==> src/rtl/ldr_pkg.sv <==
// Package for the lens distortion remap address generator.
// Holds the configuration record, register index codes and fixed widths.
// No dependencies; every other file but the two channel interfaces imports it.
package ldr_pkg;

   localparam int CSR_AW    = 5;
   localparam int DIV_STEPS = 14;

   localparam logic signed [27:0] NORM_MAX = 28'sh7FFFFFF;
   localparam logic signed [27:0] NORM_MIN = 28'sh8000000;

   typedef struct packed {
      logic        [19:0] focal_x;
      logic        [19:0] focal_y;
      logic        [19:0] center_x;
      logic        [19:0] center_y;
      logic signed [23:0] radial_k1;
      logic signed [23:0] radial_k2;
      logic signed [23:0] tangential_p1;
      logic signed [23:0] tangential_p2;
   } ldr_cfg_type;

   typedef enum logic [2:0] {
      REG_FOCAL_X = 3'd0,
      REG_FOCAL_Y = 3'd1,
      REG_CENTER_X = 3'd2,
      REG_CENTER_Y = 3'd3,
      REG_RADIAL_K1 = 3'd4,
      REG_RADIAL_K2 = 3'd5,
      REG_TANG_P1 = 3'd6,
      REG_TANG_P2 = 3'd7
   } ldr_reg_type;

endpackage

==> src/rtl/ldr_denorm.sv <==
// Denormalization, rounding (add one half, truncate toward zero), saturation and the frame test.
// Its last stage is the response output register. Uses ldr_pkg.
module ldr_denorm
   import ldr_pkg::*;
#(
   parameter int IMAGE_WIDTH  = 1280,
   parameter int IMAGE_HEIGHT = 960
) (
   input  logic               clock,
   input  logic               reset,
   input  logic               ce,
   input  logic               in_valid,
   input  logic signed [38:0] xd,
   input  logic signed [38:0] yd,
   input  ldr_cfg_type        cfg,
   output logic               out_valid,
   output logic signed [12:0] source_col,
   output logic signed [12:0] source_row,
   output logic               inside_frame
);

   localparam logic signed [27:0] W_LIM = 28'(IMAGE_WIDTH);
   localparam logic signed [27:0] H_LIM = 28'(IMAGE_HEIGHT);

   logic [1:0]         vld_ff;
   logic signed [59:0] p_fx, p_fy;
   logic signed [33:0] fx_ff, fy_ff;
   logic signed [27:0] tc, tr;
   logic signed [12:0] col_in, row_in;
   logic signed [12:0] col_ff, row_ff;
   logic               inside_in, inside_ff;

   assign p_fx = $signed({1'b0, cfg.focal_x}) * xd;
   assign p_fy = $signed({1'b0, cfg.focal_y}) * yd;

   function automatic logic signed [27:0] round_pix(input logic signed [33:0] f,
                                                    input logic [19:0] ctr);
      logic signed [34:0] w;
      logic [34:0]        wa;
      logic [26:0]        tq;
      w  = 35'(f) + $signed({15'h0000, ctr}) + 35'sd128;
      wa = w[34] ? 35'(-w) : w;
      tq = wa[34:8];
      return w[34] ? -$signed({1'b0, tq}) : $signed({1'b0, tq});
   endfunction

   function automatic logic signed [12:0] sat13(input logic signed [27:0] t);
      logic signed [12:0] r;
      priority if (t > 28'sd4095) begin
         r = 13'sd4095;
      end else if (t < -28'sd4096) begin
         r = -13'sd4096;
      end else begin
         r = t[12:0];
      end
      return r;
   endfunction

   assign tc        = round_pix(fx_ff, cfg.center_x);
   assign tr        = round_pix(fy_ff, cfg.center_y);
   assign col_in    = sat13(tc);
   assign row_in    = sat13(tr);
   assign inside_in = (tc >= 0) && (tr >= 0) && (tc < W_LIM) && (tr < H_LIM);

   always_ff @(posedge clock) begin
      if (reset) begin
         vld_ff <= '0;
      end else if (ce) begin
         vld_ff <= {vld_ff[0], in_valid};
      end
   end

   always_ff @(posedge clock) begin
      if (ce) begin
         fx_ff     <= 34'(p_fx >>> 24);
         fy_ff     <= 34'(p_fy >>> 24);
         col_ff    <= col_in;
         row_ff    <= row_in;
         inside_ff <= inside_in;
      end
   end

   assign out_valid    = vld_ff[1];
   assign source_col   = col_ff;
   assign source_row   = row_ff;
   assign inside_frame = inside_ff;

`ifndef ASSERT_OFF
   a_inside_nonneg: assert property (@(posedge clock) disable iff (reset)
      vld_ff[1] && inside_ff |-> !col_ff[12] && !row_ff[12])
      else $error("inside_frame set for a negative source coordinate");
`endif

endmodule

==> config.mk <==
export PLATFORM = sky130hd
export DESIGN_NAME = ldr_denorm
export DESIGN_NICKNAME = d
export VERILOG_FILES = /design/src/rtl/ldr_pkg.sv /design/src/rtl/ldr_denorm.sv
export SDC_FILE = /design/constraint.sdc
export NUM_CORES = 2
export LEC_CHECK = 0
export BUFFER_PORTS_ARGS = -buffer_cell sky130_fd_sc_hd__buf_2
export CAP_MARGIN = 20
export CORE_AREA = 2 2 321 323
export DETAILED_ROUTE_END_ITERATION = 8
export DIE_AREA = 0 0 323 325
export HOLD_SLACK_MARGIN = 0.05
export PLACE_DENSITY_LB_ADDON = 0.08
export SYNTH_ARGS = -nofsm -noshare
export SYNTH_HDL_FRONTEND = slang
export SYNTH_SLANG_ARGS = --single-unit
==> constraint.sdc <==
create_clock -name clock -period 22 [get_ports clock]
set_clock_uncertainty 0.05 [all_clocks]
set_input_delay 2.2 -clock clock [delete_from_list [all_inputs] [get_ports clock]]
set_output_delay 2.2 -clock clock [all_outputs]
set_load 0.02 [all_outputs]
==> flow_metrics.py <==
metrics = {
    "status": {
        "status": "finished, final reports clean",
    },
    "setup_path": {
        "setup.worst_path.end": "fx_ff[33]$_DFFE_PP_",
        "reg2reg_from": "fx_ff[1]$_DFFE_PP_",
        "critical_path.max_fanout": 39,
        "cp_num_buf_inv": 6,
        "start_kind": "input pin",
        "critPathKind": "input pin to register",
        "path_depth": 29,
        "required_ps": 22070,
        "endpoint_kind": "register",
        "r2r_cells": 18,
        "path_delay_family": "compound AO/OA/AOI/OAI gates",
        "slowest_delay_ps": 810,
        "cp_slowest_cell": "buf_2",
        "timing.rr.end": "source_col[11]$_SDFFCE_PN1P_",
        "arrival_ps": 11130,
        "startpoint": "cfg[161]",
        "crit_path_frequent_cell": "fa_1",
        "r2r_slack_ps": 14520,
    },
    "sta": {
        "post-route-min-period_ps": 11060,
        "finalSetupTns_ps": 0,
        "max_freq_mhz": 90.4,
        "max_slew_margin_pct": 24.0,
        "tightest_slew_ps": 1140,
        "setup_viol": 0,
        "final-hold-violation-count": 0,
        "post-route-period-util_pct": 50.3,
        "slew_viol_final": 0,
        "rsz0062_at_grt": "false",
    },
    "placed_design": {
        "io_buffers": 189,
        "dp_hpwl_mm": 121,
        "place.gp.congestion": 0.889,
    },
    "die": {
        "core_um2": 101000,
        "die_x_um": 323,
        "fp.dieArea_um2": 105000,
        "die_y_um": 325,
        "start_util_pct": 59.7,
        "ios": 286,
        "num_rows": 117,
    },
    "synthesis": {
        "ys_ff_latch": 97,
        "ys_dominant_reg_cell": "edfxtp_1",
        "syn_area_per_cell_um2": 8.91,
        "yosysUniqueCellTypes": 88,
        "syn_area_um2": 60400,
        "syn_inst": 6784,
        "synth_seq_area_share_pct": 4.79,
        "synthArstFlopShare_pct": 0,
        "yosys_warnings": 0,
        "synth-edff-count": 95,
        "synth.net_count": 8900,
    },
    "cells_and_area": {
        "fillerInstances": 8942,
        "nets": 8768,
        "final_cell_mix": "inv_1, fa_1, nand2_1",
        "drive_gt1_share_pct": 4.01,
        "final_common_cell": "inv_1",
        "area.growth.synth_to_final_pct": 2.98,
    },
    "route": {
        "wl_per_cell_um": 20.0,
        "routed-via-count": 45100,
        "viasPerCell": 5.61,
        "drtIter0Drc": 3210,
        "routed_wl_mm": 161,
        "remaining_drc_errors": 0,
        "final_antenna_net_count": 0,
        "drtPass1Iterations": 6,
    },
    "cts": {
        "ctsResizeCount": 0,
        "worstSkewPairLatency_ps": 380,
        "postCtsSetupBuffers": 0,
        "cts_sinks": 97,
        "htree_levels": 3,
        "root_buffer": "clkbuf_16",
        "cts_buffers": 9,
        "clock_path_buffers": 2,
        "path_clk_slew_ps": 80,
        "cts_hold_buf": 0,
        "cts_tree": "built",
    },
    "global_routing": {
        "grt_use_met3_pct": 6.20,
        "grt_pass1_vias": 48200,
        "antenna_found_initial": 9,
        "grt_pass1_wl_mm": 261,
        "grt_use_met1_pct": 44.0,
        "grt_use_met2_pct": 52.4,
        "grt_max_degree": 53,
        "grt_usage_pct": 32.0,
        "grt.busiest_layer": "met2",
        "grt.overflow.total": 0,
    },
    "flow_run": {
        "maxCapViolations": 0,
    },
    "min_path": {
        "worstHoldPathType": "register to register",
    },
}
[state kept, by name, summed over array words and instances (netlist names)]
signal / cells
source_row: 13
fy_ff: 34
vld_ff: 2
source_col: 13
inside_frame: 1
fx_ff: 34
[worst reg2reg max path, cell delays in order, from the launching register on]
cell,delay [ps]
edfxtp_1,480
ha_1,320
ha_1,240
fa_1,470
a211oi_1,400
o21ai_1,260
nand2_1,130
xor2_1,560
nand4_2,410
nor4b_4,510
or4b_1,500
a32o_2,340
a311oi_4,430
o2111ai_1,230
or4_4,550
a222oi_1,370
nand4_1,460
nand2b_1,360
o2bb2ai_1,160
[Yosys cell counts (44+ instances only)]
| cell type | count | share of area [%] |
|---|---|---|
| inv_1 | 1635 | 10 |
| fa_1 | 1494 | 49 |
| nand2_1 | 1064 | 6.6 |
| and2_1 | 609 | 6.3 |
| ha_1 | 364 | 7.5 |
| clkbuf_1 | 348 | 2.2 |
| nor2_1 | 152 | 0.94 |
| xnor2_1 | 143 | 2.1 |
| a21oi_1 | 109 | 0.90 |
| edfxtp_1 | 95 | 4.7 |
| o21ai_0 | 75 | 0.62 |
| nand3_1 | 61 | 0.51 |
| nor3_1 | 58 | 0.48 |
| xor2_1 | 56 | 0.81 |
| a21o_1 | 44 | 0.55 |
[metrics by stage]
stage	hold slack, ps	worst slack, ps	area (µm²)	instances	util, %
finish	440	10940	62200	8029	61.4
global route	488	10310	62200	8025	61.4
CTS	448	10960	62200	8025	61.4
detailed placement	428	10560	61900	8009	61.1
global placement	425	10610	61900	8009	61.1
floorplan	410	12170	60400	6784	-
[kinds of logic after synthesis]
kind of cell	after synthesis	share of synthesized area (%)
and+or+nand+nor	2141	17.1
buffers and inverters	1993	12.4
adders and majority gates	1858	57.0
AOI/OAI and AO/OA	475	5.45
xor gates and xnor gates	199	2.88
DFF	97	4.79
muxes	21	0.362
[routing by layer]
layer | share of wire, % | vias up
met5 | 0.029 | -
met4 | 2.6 | 8
met3 | 8.7 | 332
met2 | 47 | 1891
met1 | 41 | 23100
li1 | - | 19800
[layout make-up]
class                      instances  area (µm²)  area share [%]
multi-input combinational       4694       50100            80.4
timing repair buffer             215        1140            1.84
antenna                            4        10.0          0.0161
tap                             1368        1710            2.75
sequential                        97        2890            4.65
clock buffer                      10         229           0.368
clock inverter                     6        57.6          0.0925
inverter                        1635        6140            9.86
[worst min path at each step]
| stage | startpoint | endpoint | slack, ps | cells after the start |
|---|---|---|---|---|
| after global routing | vld_ff[1]$_SDFFE_PP0P_ | vld_ff[1]$_SDFFE_PP0P_ | 490 | 2 |
| after detailed placement | vld_ff[1]$_SDFFE_PP0P_ | vld_ff[1]$_SDFFE_PP0P_ | 430 | 2 |
| final | vld_ff[1]$_SDFFE_PP0P_ | vld_ff[1]$_SDFFE_PP0P_ | 440 | 2 |
| after CTS | vld_ff[1]$_SDFFE_PP0P_ | vld_ff[1]$_SDFFE_PP0P_ | 450 | 2 |
| after global placement | vld_ff[1]$_SDFFE_PP0P_ | vld_ff[1]$_SDFFE_PP0P_ | 430 | 2 |
| after floorplan | vld_ff[0]$_SDFFE_PP0P_ | vld_ff[0]$_SDFFE_PP0P_ | 410 | 2 |
Power is left out: the tool's default activity adds up to more than one toggle a clock period on the data nets, which glitch-free logic cannot reach.
