===== config.mk =====
export PLATFORM = sky130hd
export DESIGN_NAME = ldr_csr
export DESIGN_NICKNAME = d
export VERILOG_FILES = /design/src/rtl/ldr_pkg.sv /design/src/rtl/ldr_csr.sv
export SDC_FILE = /design/constraint.sdc
export NUM_CORES = 1
export LEC_CHECK = 0
export BUFFER_PORTS_ARGS = -buffer_cell sky130_fd_sc_hd__clkbuf_2
export CAP_MARGIN = 20
export CORE_ASPECT_RATIO = 0.9
export CORE_UTILIZATION = 27
export DETAILED_ROUTE_END_ITERATION = 8
export GPL_TIMING_DRIVEN = 0
export PLACE_DENSITY_LB_ADDON = 0.2
export SLEW_MARGIN = 20
export SYNTH_ARGS = -nofsm -noshare
export SYNTH_HDL_FRONTEND = slang
export SYNTH_SLANG_ARGS = --single-unit

===== constraint.sdc =====
create_clock -name clock -period 2.3 [get_ports clock]
set_clock_uncertainty 0.05 [all_clocks]
set_input_delay 0.115 -clock clock [delete_from_list [all_inputs] [get_ports clock]]
set_output_delay 0.115 -clock clock [all_outputs]
set_load 0.005 [all_outputs]

===== src/rtl/ldr_pkg.sv =====
// Package for the lens distortion remap address generator.
// Holds the configuration record, register index codes and fixed widths.
// No dependencies; every other file but the two channel interfaces imports it.
package ldr_pkg;

   localparam int CSR_AW    = 5;
   localparam int DIV_STEPS = 14;

   localparam logic signed [27:0] NORM_MAX = 28'sh7FFFFFF;
   localparam logic signed [27:0] NORM_MIN = 28'sh8000000;

   typedef struct packed {
      logic        [19:0] focal_x;
      logic        [19:0] focal_y;
      logic        [19:0] center_x;
      logic        [19:0] center_y;
      logic signed [23:0] radial_k1;
      logic signed [23:0] radial_k2;
      logic signed [23:0] tangential_p1;
      logic signed [23:0] tangential_p2;
   } ldr_cfg_type;

   typedef enum logic [2:0] {
      REG_FOCAL_X = 3'd0,
      REG_FOCAL_Y = 3'd1,
      REG_CENTER_X = 3'd2,
      REG_CENTER_Y = 3'd3,
      REG_RADIAL_K1 = 3'd4,
      REG_RADIAL_K2 = 3'd5,
      REG_TANG_P1 = 3'd6,
      REG_TANG_P2 = 3'd7
   } ldr_reg_type;

endpackage


===== src/rtl/ldr_csr.sv =====
// Configuration register bank with an APB-style write and read port.
// Depends on ldr_pkg for the configuration record and register codes.
module ldr_csr
   import ldr_pkg::*;
(
   input  logic              clock,
   input  logic              reset,
   input  logic              csr_psel,
   input  logic              csr_penable,
   input  logic              csr_pwrite,
   input  logic [CSR_AW-1:0] csr_paddr,
   input  logic [31:0]       csr_pwdata,
   output logic [31:0]       csr_prdata,
   output logic              csr_pready,
   output ldr_cfg_type       cfg
);

   ldr_cfg_type cfg_ff;
   ldr_reg_type idx;
   logic        wr_en;

   assign idx        = ldr_reg_type'(csr_paddr[4:2]);
   assign wr_en      = csr_psel && csr_penable && csr_pwrite;
   assign csr_pready = 1'b1;
   assign cfg        = cfg_ff;

   always_ff @(posedge clock) begin
      if (reset) begin
         cfg_ff.focal_x       <= 20'd110021;
         cfg_ff.focal_y       <= 20'd110033;
         cfg_ff.center_x      <= 20'd163269;
         cfg_ff.center_y      <= 20'd122104;
         cfg_ff.radial_k1     <= '0;
         cfg_ff.radial_k2     <= '0;
         cfg_ff.tangential_p1 <= '0;
         cfg_ff.tangential_p2 <= '0;
      end else if (wr_en) begin
         unique case (idx)
            REG_FOCAL_X: cfg_ff.focal_x <= csr_pwdata[19:0];
            REG_FOCAL_Y: cfg_ff.focal_y <= csr_pwdata[19:0];
            REG_CENTER_X: cfg_ff.center_x <= csr_pwdata[19:0];
            REG_CENTER_Y: cfg_ff.center_y <= csr_pwdata[19:0];
            REG_RADIAL_K1: cfg_ff.radial_k1 <= $signed(csr_pwdata[23:0]);
            REG_RADIAL_K2: cfg_ff.radial_k2 <= $signed(csr_pwdata[23:0]);
            REG_TANG_P1: cfg_ff.tangential_p1 <= $signed(csr_pwdata[23:0]);
            REG_TANG_P2: cfg_ff.tangential_p2 <= $signed(csr_pwdata[23:0]);
         endcase
      end
   end

   always_comb begin
      unique case (idx)
         REG_FOCAL_X: csr_prdata = {12'h000, cfg_ff.focal_x};
         REG_FOCAL_Y: csr_prdata = {12'h000, cfg_ff.focal_y};
         REG_CENTER_X: csr_prdata = {12'h000, cfg_ff.center_x};
         REG_CENTER_Y: csr_prdata = {12'h000, cfg_ff.center_y};
         REG_RADIAL_K1: csr_prdata = {{8{cfg_ff.radial_k1[23]}}, cfg_ff.radial_k1};
         REG_RADIAL_K2: csr_prdata = {{8{cfg_ff.radial_k2[23]}}, cfg_ff.radial_k2};
         REG_TANG_P1: csr_prdata = {{8{cfg_ff.tangential_p1[23]}}, cfg_ff.tangential_p1};
         REG_TANG_P2: csr_prdata = {{8{cfg_ff.tangential_p2[23]}}, cfg_ff.tangential_p2};
      endcase
   end

endmodule


==> flow_metrics.env, run 1 <==
export IMPL_status="finished, final reports clean"
export IMPL_start_kind="primary input"
export IMPL_synth_warnings=0
export IMPL_synth_edf_count=0
export IMPL_cts_tree="done"
export IMPL_drt_wl_total_um=36200
export IMPL_crit_required_ns=2.13
export IMPL_reg2regPathDepth=3
export IMPL_synth_cell_types=34
export IMPL_diodes=0
export IMPL_finalCritPeriodShare_pct=99.8
export IMPL_num_io_pins=251
export IMPL_slew_violations=0
export IMPL_synthCells=999
export IMPL_rsz0062_at_grt="true"
export IMPL_globalRouteTotalUtil_pct=23.8
export IMPL_path_cells="clkbuf_2 -> buf_4 -> buf_2 -> clkbuf_1 -> a221oi_1 -> a221oi_1 -> nor2_1 -> clkbuf_2"
export IMPL_synth_most_common_cell="nand2_1"
export IMPL_ys_top_cells_by_count="nand2_1, dfxtp_1, a21oi_1, buf_2, nor2_1"
export IMPL_pre_cts_ws_ns=0.100
export IMPL_synthFlopType="dfxtp_1"
export IMPL_grt_overflow_total=0
export IMPL_slowest_delay_ns=0.64
export IMPL_antenna_found_initial=0
export IMPL_cts_clk_slew_worst_paths_ns=0.07
export IMPL_cts_buffer_depth=2
export IMPL_syn_to_final_growth_pct=30.3
export IMPL_largest_reg_flops=176
export IMPL_pwr_share_clk_pct=45.2
export IMPL_gp_congestion=0.835
export IMPL_timing_rr_end="cfg[133]"
export IMPL_combPwrFrac_pct=9.0
export IMPL_startpoint="csr_paddr[2]"
export IMPL_power_uw=6770
export IMPL_critPathCapture="csr_prdata[14]"
export IMPL_critPathArrivalTime_ns=2.13
export IMPL_swShare_pct=26.6
export IMPL_cap_violations=0
export IMPL_port_buffers=217
export IMPL_fp_coreArea_sq_um=28900
export IMPL_drt_pass1_iterations=7
export IMPL_layout_drive_gt1_share_pct=28.5
export IMPL_die_w_um=183
export IMPL_worstSetupPathType="primary input to output pin"
export IMPL_numCtsBuffers=17
export IMPL_holdPathStages=3
export IMPL_setup_viol=0
export IMPL_clk_latency_ns=0.44
export IMPL_max_slew_margin_rel_pct=50.0
export IMPL_synth_fp_nets=1041
export IMPL_yosysSeqAreaShare_pct=44.4
export IMPL_hold_viol_final=0
export IMPL_syn_avg_cell_area_sq_um=7.94
export IMPL_cellPowerDensity_nw_per_um2=655
export IMPL_clock_sinks=176
export IMPL_synth_top_area_share_pct=44.4
export IMPL_fill_cells=3085
export IMPL_worst_slew_pin_slew_ns=0.749
export IMPL_finalCriticalPeriod_ns=2.29
export IMPL_vias_per_cell=4.87
export IMPL_end_kind="output pin"
export IMPL_regToRegSetupSlack_ns=1.42
export IMPL_rows=59
export IMPL_switching_power_uw=1800
export IMPL_num_vias=8112
export IMPL_cellLeakagePower_uw=0.00436
export IMPL_synthTopCellsByArea="dfxtp_1, nand2_1, a21oi_1"
export IMPL_reg2reg_from="cfg[133]"
export IMPL_place_hpwl_um=27100
export IMPL_synth_top_area_cell="dfxtp_1"
export IMPL_max_freq_mhz=436
export IMPL_htreeDepth=4
export IMPL_power_frac_seq_pct=45.7
export IMPL_die_area_sq_um=30100
export IMPL_internal_power_uw=4970
export IMPL_clockRootBuffer="clkbuf_16"
export IMPL_fin_ws_ns=0.00542
export IMPL_layout_nets=1298
export IMPL_grt_pass1_vias=7537
export IMPL_ant_nets=0
export IMPL_cp_max_fo=10
export IMPL_grt_pass1_wl_um=51300
export IMPL_async_reset_ff_share_pct=0
export IMPL_netlist_area_sq_um=7930
export IMPL_drt_iter0_drc=735
export IMPL_drcViolationCount=0
export IMPL_synth_seq_cells=176
export IMPL_vdd_drop_max_v=0.000558
export IMPL_grt_max_degree=17
export IMPL_wire_per_inst_um=21.7
export IMPL_hp_class="primary input to register"
export IMPL_start_util_pct=27.5
export IMPL_die_h_um=165
export IMPL_crit_slowest_cell="a221oi_1"
[per-stage QoR]
| stage | setup TNS (ns) | hold slack, ns | util [%] | std cells | cell area [sq um] |
|---|---|---|---|---|---|
| after global routing | -0.0459 | 0.00962 | 35.8 | 1665 | 10300 |
| after detailed placement | 0 | 0.349 | 33.0 | 1612 | 9510 |
| after CTS | 0 | 0.00108 | 35.8 | 1665 | 10300 |
| after global placement | 0 | 0.345 | 33.0 | 1612 | 9510 |
| after floorplan | 0 | 0.201 | - | 999 | 7930 |
| final | 0 | 0.0108 | 35.8 | 1665 | 10300 |
[worst min-delay path by stage]
| stage | start | to |
|---|---|---|
| after CTS | csr_pwdata[16] | cfg[40] |
| after global routing | csr_pwdata[16] | cfg[64] |
| after floorplan | csr_pwdata[20] | cfg[20] |
| after global placement | csr_pwdata[20] | cfg[44] |
| final | csr_pwdata[16] | cfg[40] |
| after detailed placement | csr_pwdata[20] | cfg[44] |
[cells in the final DEF (no fill, tap or decap), types with 21 or more instances in the layout]
cell and n:
a21oi_1 135, a221oi_1 35, a22o_1 21, buf_2 54, clkbuf_1 26, clkbuf_2 217
dfxtp_1 176, dlygate4sd3_1 21, nand2_1 336, nand3b_1 33, nor2_1 52
[worst max-delay path: cells and delay by family]
kind,cells,cell delay [ns]
buf+inv,5,1.01
simple gates,1,0.23
compound gates,2,0.76
[layout make-up]
class / instances / area (sq um) / share of cell area (%)
clock buffers: 20 / 457 / 4.42
repair buffers: 238 / 1300 / 12.5
well taps: 396 / 495 / 4.79
inverters: 19 / 71.3 / 0.690
multi-input cells: 696 / 3720 / 36.0
flip-flops and latches: 176 / 3520 / 34.1
clock inverters: 12 / 146 / 1.42
plain buffers: 108 / 621 / 6.01
[cell families after synthesis]
kind of cell | count (synthesis) | synth area share [%]
compound gates | 204 | 16.3
buf+inv | 127 | 8.72
flops | 176 | 44.4
mux | 42 | 6.39
other cells | 1 | 0.0473
simple gates | 449 | 24.1
[layer usage]
| metal | vias to the layer above | global-route usage, % | routed length (um) |
|---|---|---|---|
| li1 | 3826 | - | - |
| met1 | 3899 | 32.4 | 16500 |
| met2 | 349 | 36.3 | 15800 |
| met3 | 38 | 7.03 | 3260 |
| met4 | 0 | 7.03 | 682 |
| met5 | - | 0 | 0 |
[repair_timing]
item,in CTS,in global routing
hold buffers,21,0
endpoints found under the setup margin,0,2
endpoints found under the hold margin,130,0
setup buffers,0,0
gates resized for setup,0,1
[power by group through the flow]
stage / clock (uW) / combinational [uW] / sequential [uW]
after floorplan: 0 / 307 / 3160
after global placement: 0 / 577 / 3170
after detailed placement: 0 / 575 / 3170
after CTS: 3080 / 605 / 3100
after global routing: 3190 / 650 / 3100
final: 3060 / 610 / 3100
(Power assumes the default switching activity.)
==> inputs of run 2 (changes only) <==
--- a/config.mk
+++ b/config.mk
@@ -5,6 +5,7 @@
 export SDC_FILE = /design/constraint.sdc
 export NUM_CORES = 1
 export LEC_CHECK = 0
+export ABC_AREA = 1
 export BUFFER_PORTS_ARGS = -buffer_cell sky130_fd_sc_hd__clkbuf_2
 export CAP_MARGIN = 20
 export CORE_ASPECT_RATIO = 0.9
==> run 2 against run 1 <==
Against the previous run: wire length up 12%; die area is 2.5% higher; clock power rose by 9.5%; sequential share of layout area shrank 0.26 points; critical endpoint is now csr_prdata[31]; sequential power is essentially flat; critical path type unchanged; global-route usage grew 2.1 points; total power increased by 5.6%; hold slack better by 0.088 ns; cell count is 10% higher; synthesized area increased by 2.5%; combinational power increased by 8.9%.
==> flow_metrics.env, run 2 <==
export IMPL_cts_buffer_depth=2
export IMPL_rsz0062_at_grt="false"
export IMPL_place_hpwl_um=30500
export IMPL_holdPathEnd="cfg[135]"
export IMPL_cellPowerDensity_nw_per_um2=686
export IMPL_globalRouteTotalUtil_pct=26.0
export IMPL_finalCritPeriodShare_pct=89.3
export IMPL_reg2regPathDepth=2
export IMPL_final_cell_mix="nor2_1, clkbuf_2, nand2_1"
export IMPL_cts_tree="done"
export IMPL_drt_pass1_iterations=5
export IMPL_largest_reg_flops=176
export IMPL_reg2reg_from="cfg[174]"
export IMPL_grt_pass1_vias=8453
export IMPL_syn_avg_cell_area_sq_um=6.87
export IMPL_cap_violations=0
export IMPL_synthAdderAreaFrac_pct=0
export IMPL_crit_required_ns=2.13
export IMPL_netlist_area_sq_um=8130
export IMPL_holdPathStages=3
export IMPL_max_slew_margin_rel_pct=31.4
export IMPL_max_freq_mhz=487
export IMPL_async_reset_ff_share_pct=0
export IMPL_synth_top_area_share_pct=43.3
export IMPL_final_cell_area_sq_um=10400
export IMPL_critPathArrivalTime_ns=1.89
export IMPL_die_area_sq_um=30800
export IMPL_htreeDepth=4
export IMPL_regToRegSetupSlack_ns=1.52
export IMPL_layout_nets=1466
export IMPL_synth_simple_gate_area_share_pct=39.3
export IMPL_drt_iter0_drc=1044
export IMPL_vdd_drop_max_v=0.000539
export IMPL_critical_path_buf_inv_count=5
export IMPL_synth_seq_cells=176
export IMPL_synth_compound_area_share_pct=8.25
export IMPL_worst_slew_pin_slew_ns=1.03
export IMPL_place_area_sq_um=9710
export IMPL_status="finished, final reports clean"
export IMPL_drt_wl_total_um=40400
export IMPL_antenna_found_initial=0
export IMPL_grt_overflow_total=0
export IMPL_synth_edf_count=0
export IMPL_cp_top_family="buffers and inverters"
export IMPL_fin_ws_ns=0.247
export IMPL_clockRootBuffer="clkbuf_16"
export IMPL_die_h_um=167
export IMPL_clock_sinks=176
export IMPL_syn_to_final_growth_pct=28.1
export IMPL_synth_mux_area_fraction_pct=0
export IMPL_synthCells=1184
export IMPL_slew_violations=0
export IMPL_power_uw=7150
export IMPL_synthTopCellsByArea="dfxtp_1, nor2_1, nand2_1"
export IMPL_path_cells="clkbuf_2 -> buf_4 -> clkbuf_1 -> nand4_1 -> nand4_1 -> buf_4 -> clkbuf_2"
export IMPL_crit_slowest_cell="clkbuf_1"
export IMPL_holdWs_ns=0.0985
export IMPL_synth_top_family_by_area="simple AND/OR/NAND/NOR gates"
export IMPL_slowest_delay_ns=0.54
export IMPL_yosysSeqAreaShare_pct=43.3
export IMPL_post_cts_buffers=0
export IMPL_synth_xor_area_share_pct=0
export IMPL_cts_clk_slew_worst_paths_ns=0.07
export IMPL_start_kind="primary input"
export IMPL_synth_cell_types=25
export IMPL_num_vias=9433
export IMPL_start_util_pct=27.8
export IMPL_synth_warnings=0
export IMPL_finalCriticalPeriod_ns=2.05
export IMPL_worstSetupPathType="primary input to output pin"
export IMPL_port_buffers=217
export IMPL_ys_top_cells_by_count="nor2_1, nand2_1, dfxtp_1, nand4_1, nand3_1"
export IMPL_pre_cts_ws_ns=0.290
export IMPL_die_w_um=185
export IMPL_end_kind="output pin"
export IMPL_wire_per_inst_um=22.0
export IMPL_fin_tns_setup_ns=0
export IMPL_synthFlopType="dfxtp_1"
export IMPL_cp_max_fo=10
export IMPL_ant_nets=0
export IMPL_vias_per_cell=5.15
export IMPL_mostFrequentLayoutCell="nor2_1"
export IMPL_fp_coreArea_sq_um=29200
export IMPL_grt_max_degree=17
export IMPL_num_io_pins=251
export IMPL_rows=59
export IMPL_hold_viol_final=0
export IMPL_synth_fp_nets=1226
export IMPL_setup_viol=0
export IMPL_timing_rr_end="cfg[174]"
export IMPL_hp_start="csr_pwdata[19]"
export IMPL_cellLeakagePower_uw=0.00487
export IMPL_hp_class="primary input to register"
export IMPL_drcViolationCount=0
export IMPL_grt_pass1_wl_um=57600
export IMPL_synth_top_area_cell="dfxtp_1"
export IMPL_clk_latency_ns=0.43
export IMPL_synth_most_common_cell="nor2_1"
export IMPL_gp_congestion=0.940
export IMPL_numCtsBuffers=17
export IMPL_diodes=0
export IMPL_layout_drive_gt1_share_pct=22.3
==> run 2: cell types whose count changed in the layout (fill, tap and decap cells not counted), sizes merged, moves of 92 or more <==
cell / change
o21ai: +134
a21oi: -135
nand3: +92
nand2: -145
nand4: +92
nor2: +208
==> run 2: worst reg2reg max path, stage by stage (launching register included) <==
cell and delay, ns:
dfxtp_1 0.43, o21ai_0 0.12, nor2_1 0.11
==> run 2: worst max-delay path by stage <==
stage                  from        endpoint  slack (ns)  depth (start not counted)
4_1_cts        csr_paddr[4]  csr_prdata[31]        0.29                          7
6_report       csr_paddr[4]  csr_prdata[31]        0.25                          7
2_1_floorplan  csr_paddr[3]  csr_prdata[24]        0.94                          6
3_5_place_dp   csr_paddr[4]  csr_prdata[31]        0.29                          7
3_3_place_gp   csr_paddr[4]  csr_prdata[30]        0.33                          7
5_1_grt        csr_paddr[4]  csr_prdata[24]        0.13                          7
==> run 2: layout make-up <==
type                       instances  area [sq um]
inverter                          31           120
clock inverter                    12           204
buffer                           129           621
timing repair buffer             221          1130
sequential                       176          3520
clock buffer                      20           457
tap                              396           495
fill                            3248         18800
multi-input combinational        848          3870
==> run 2: report_power, final <==
part	switching [uW]	leakage, uW	internal [uW]
Sequential	44.7	0.00142	3090
Combinational	495	0.00313	169
Clock	1350	0.000319	2000
Total	1890	0.00487	5260
==> run 2: metrics by stage <==
stage          std cells  util (%)
3_5_place_dp        1797      33.2
2_1_floorplan       1184         -
3_3_place_gp        1797      33.2
5_1_grt             1833      35.6
4_1_cts             1833      35.6
6_report            1833      35.6
==> run 2: timing repair <==
action	in CTS	in global routing
gates resized for setup	0	0
hold endpoints to repair	16	0
hold buffers	4	0
==> run 2: kinds of logic after synthesis <==
group	count (synthesis)
buf+inv	160
compound gates	134
other cells	1
flops	176
simple gates	713
==> run 2: metal layers <==
metal | track usage, % | vias up | share of wire, %
li1 | - | 4419 | -
met1 | 36.8 | 4465 | 44
met2 | 38.6 | 498 | 44
met3 | 6.32 | 51 | 9.7
met4 | 7.40 | 0 | 2.5
met5 | 0 | - | 0
==> inputs of run 3 (changes only) <==
--- a/config.mk
+++ b/config.mk
@@ -6,11 +6,11 @@
 export NUM_CORES = 1
 export LEC_CHECK = 0
 export ABC_AREA = 1
-export BUFFER_PORTS_ARGS = -buffer_cell sky130_fd_sc_hd__clkbuf_2
 export CAP_MARGIN = 20
 export CORE_ASPECT_RATIO = 0.9
 export CORE_UTILIZATION = 27
 export DETAILED_ROUTE_END_ITERATION = 8
+export DONT_BUFFER_PORTS = 1
 export GPL_TIMING_DRIVEN = 0
 export PLACE_DENSITY_LB_ADDON = 0.2
 export SLEW_MARGIN = 20
==> run 3 against run 2 <==
Against the previous run: die area is the same; non-clock buffer count shrank 216; fmax grew 15%; clock power shrank 9.3%; sequential power is essentially flat; largest cell class unchanged; flip-flop and latch count is the same; total power shrank 5.2%; wire length is essentially flat; count of clock-buffer cells in the layout shrank 2.
==> flow_metrics.env, run 3 (synthesis results as in run 2) <==
export IMPL_post_cts_buffers=0
export IMPL_die_w_um=185
export IMPL_slowest_delay_ns=0.50
export IMPL_largest_reg_flops=176
export IMPL_setup_viol=0
export IMPL_htreeDepth=4
export IMPL_numCtsBuffers=17
export IMPL_antenna_found_initial=0
export IMPL_max_freq_mhz=558
export IMPL_die_h_um=167
export IMPL_finalCriticalPeriod_ns=1.79
export IMPL_start_util_pct=27.8
export IMPL_gp_congestion=0.907
export IMPL_mostFrequentLayoutCell="nor2_1"
export IMPL_place_area_sq_um=8630
export IMPL_globalRouteTotalUtil_pct=26.2
export IMPL_wire_per_inst_um=25.0
export IMPL_clock_sinks=176
export IMPL_num_vias=8517
export IMPL_worst_slew_pin_slew_ns=0.985
export IMPL_num_io_pins=251
export IMPL_max_slew_margin_rel_pct=34.4
export IMPL_cts_buffer_depth=2
export IMPL_drcViolationCount=0
export IMPL_worstSetupPathType="primary input to output pin"
export IMPL_regToRegSetupSlack_ns=1.49
export IMPL_power_uw=6780
export IMPL_final_cell_mix="nor2_1, nand2_1, dfxtp_1"
export IMPL_drt_wl_total_um=40400
export IMPL_cp_max_fo=10
export IMPL_cellPowerDensity_nw_per_um2=732
export IMPL_cts_tree="done"
export IMPL_grt_pass1_wl_um=57200
export IMPL_drt_pass1_iterations=5
export IMPL_drt_iter0_drc=946
export IMPL_diodes=0
export IMPL_hold_viol_final=0
export IMPL_end_kind="output pin"
export IMPL_rows=59
export IMPL_layout_nets=1250
export IMPL_syn_to_final_growth_pct=13.9
export IMPL_hp_class="primary input to register"
export IMPL_final_cell_area_sq_um=9260
export IMPL_crit_slowest_cell="clkbuf_1"
export IMPL_layout_drive_gt1_share_pct=8.44
export IMPL_slew_violations=0
export IMPL_cts_hold_buf=5
export IMPL_crit_required_ns=2.13
export IMPL_fp_coreArea_sq_um=29200
export IMPL_port_buffers=0
export IMPL_clk_latency_ns=0.44
export IMPL_cap_violations=0
export IMPL_cellLeakagePower_uw=0.00388
export IMPL_holdWs_ns=0.0860
export IMPL_path_cells="buf_6 -> buf_4 -> clkbuf_1 -> nand4_1 -> nand4_1 -> buf_4"
export IMPL_grt_overflow_total=0
export IMPL_rsz0062_at_grt="false"
export IMPL_finalCritPeriodShare_pct=77.9
export IMPL_grt_max_degree=17
export IMPL_clockRootBuffer="clkbuf_16"
export IMPL_start_kind="primary input"
export IMPL_pre_cts_ws_ns=0.522
export IMPL_vdd_drop_max_v=0.000518
export IMPL_status="finished, final reports clean"
export IMPL_grt_pass1_vias=7836
export IMPL_ant_nets=0
export IMPL_fin_tns_setup_ns=0
export IMPL_vias_per_cell=5.27
export IMPL_cts_resized_gates=0
export IMPL_fin_ws_ns=0.507
export IMPL_cts_clk_slew_worst_paths_ns=0.07
export IMPL_die_area_sq_um=30800
export IMPL_critPathArrivalTime_ns=1.63
export IMPL_place_hpwl_um=30500
[run 3: power breakdown]
part	internal, uW	switching [uW]
clock	1620	1420
combinational	124	465
sequential	3080	57.2
total	4830	1940
[run 3: layer usage]
layer / vias up / GRT usage, % / part of all wire (%)
li1: 3990 / - / -
met1: 4041 / 34.2 / 42
met2: 418 / 37.8 / 43
met3: 68 / 10.8 / 12
met4: 0 / 10.3 / 3.4
met5: - / 0 / 0
[run 3: layout make-up]
class,count,area [sq um]
inverter,31,120
timing repair buffer,5,50.0
buffer,129,621
tap,396,495
fill,3229,20000
multi-input combinational,848,3870
clock buffer,18,429
clock inverter,13,155
sequential,176,3520
[run 3: stage by stage]
stage	std cells	util (%)
floorplan	1184	-
global placement	1580	29.5
detailed placement	1580	29.5
CTS	1616	31.7
global route	1616	31.7
finish	1616	31.7
[run 3: path summary, 6_finish.rpt]
check,startpoint,end,depth (start not counted)
worst max-delay path,csr_paddr[2],csr_prdata[30],6
worst max register to register,cfg[135],cfg[135],2
worst min-delay path,csr_pwdata[19],cfg[155],3
worst min register to register,cfg[102],cfg[102],2
[run 3: worst max-delay path: cells and delay by family]
family                 cells  cell delay (ns)
buffers and inverters      4             1.02
and+or+nand+nor            2             0.49
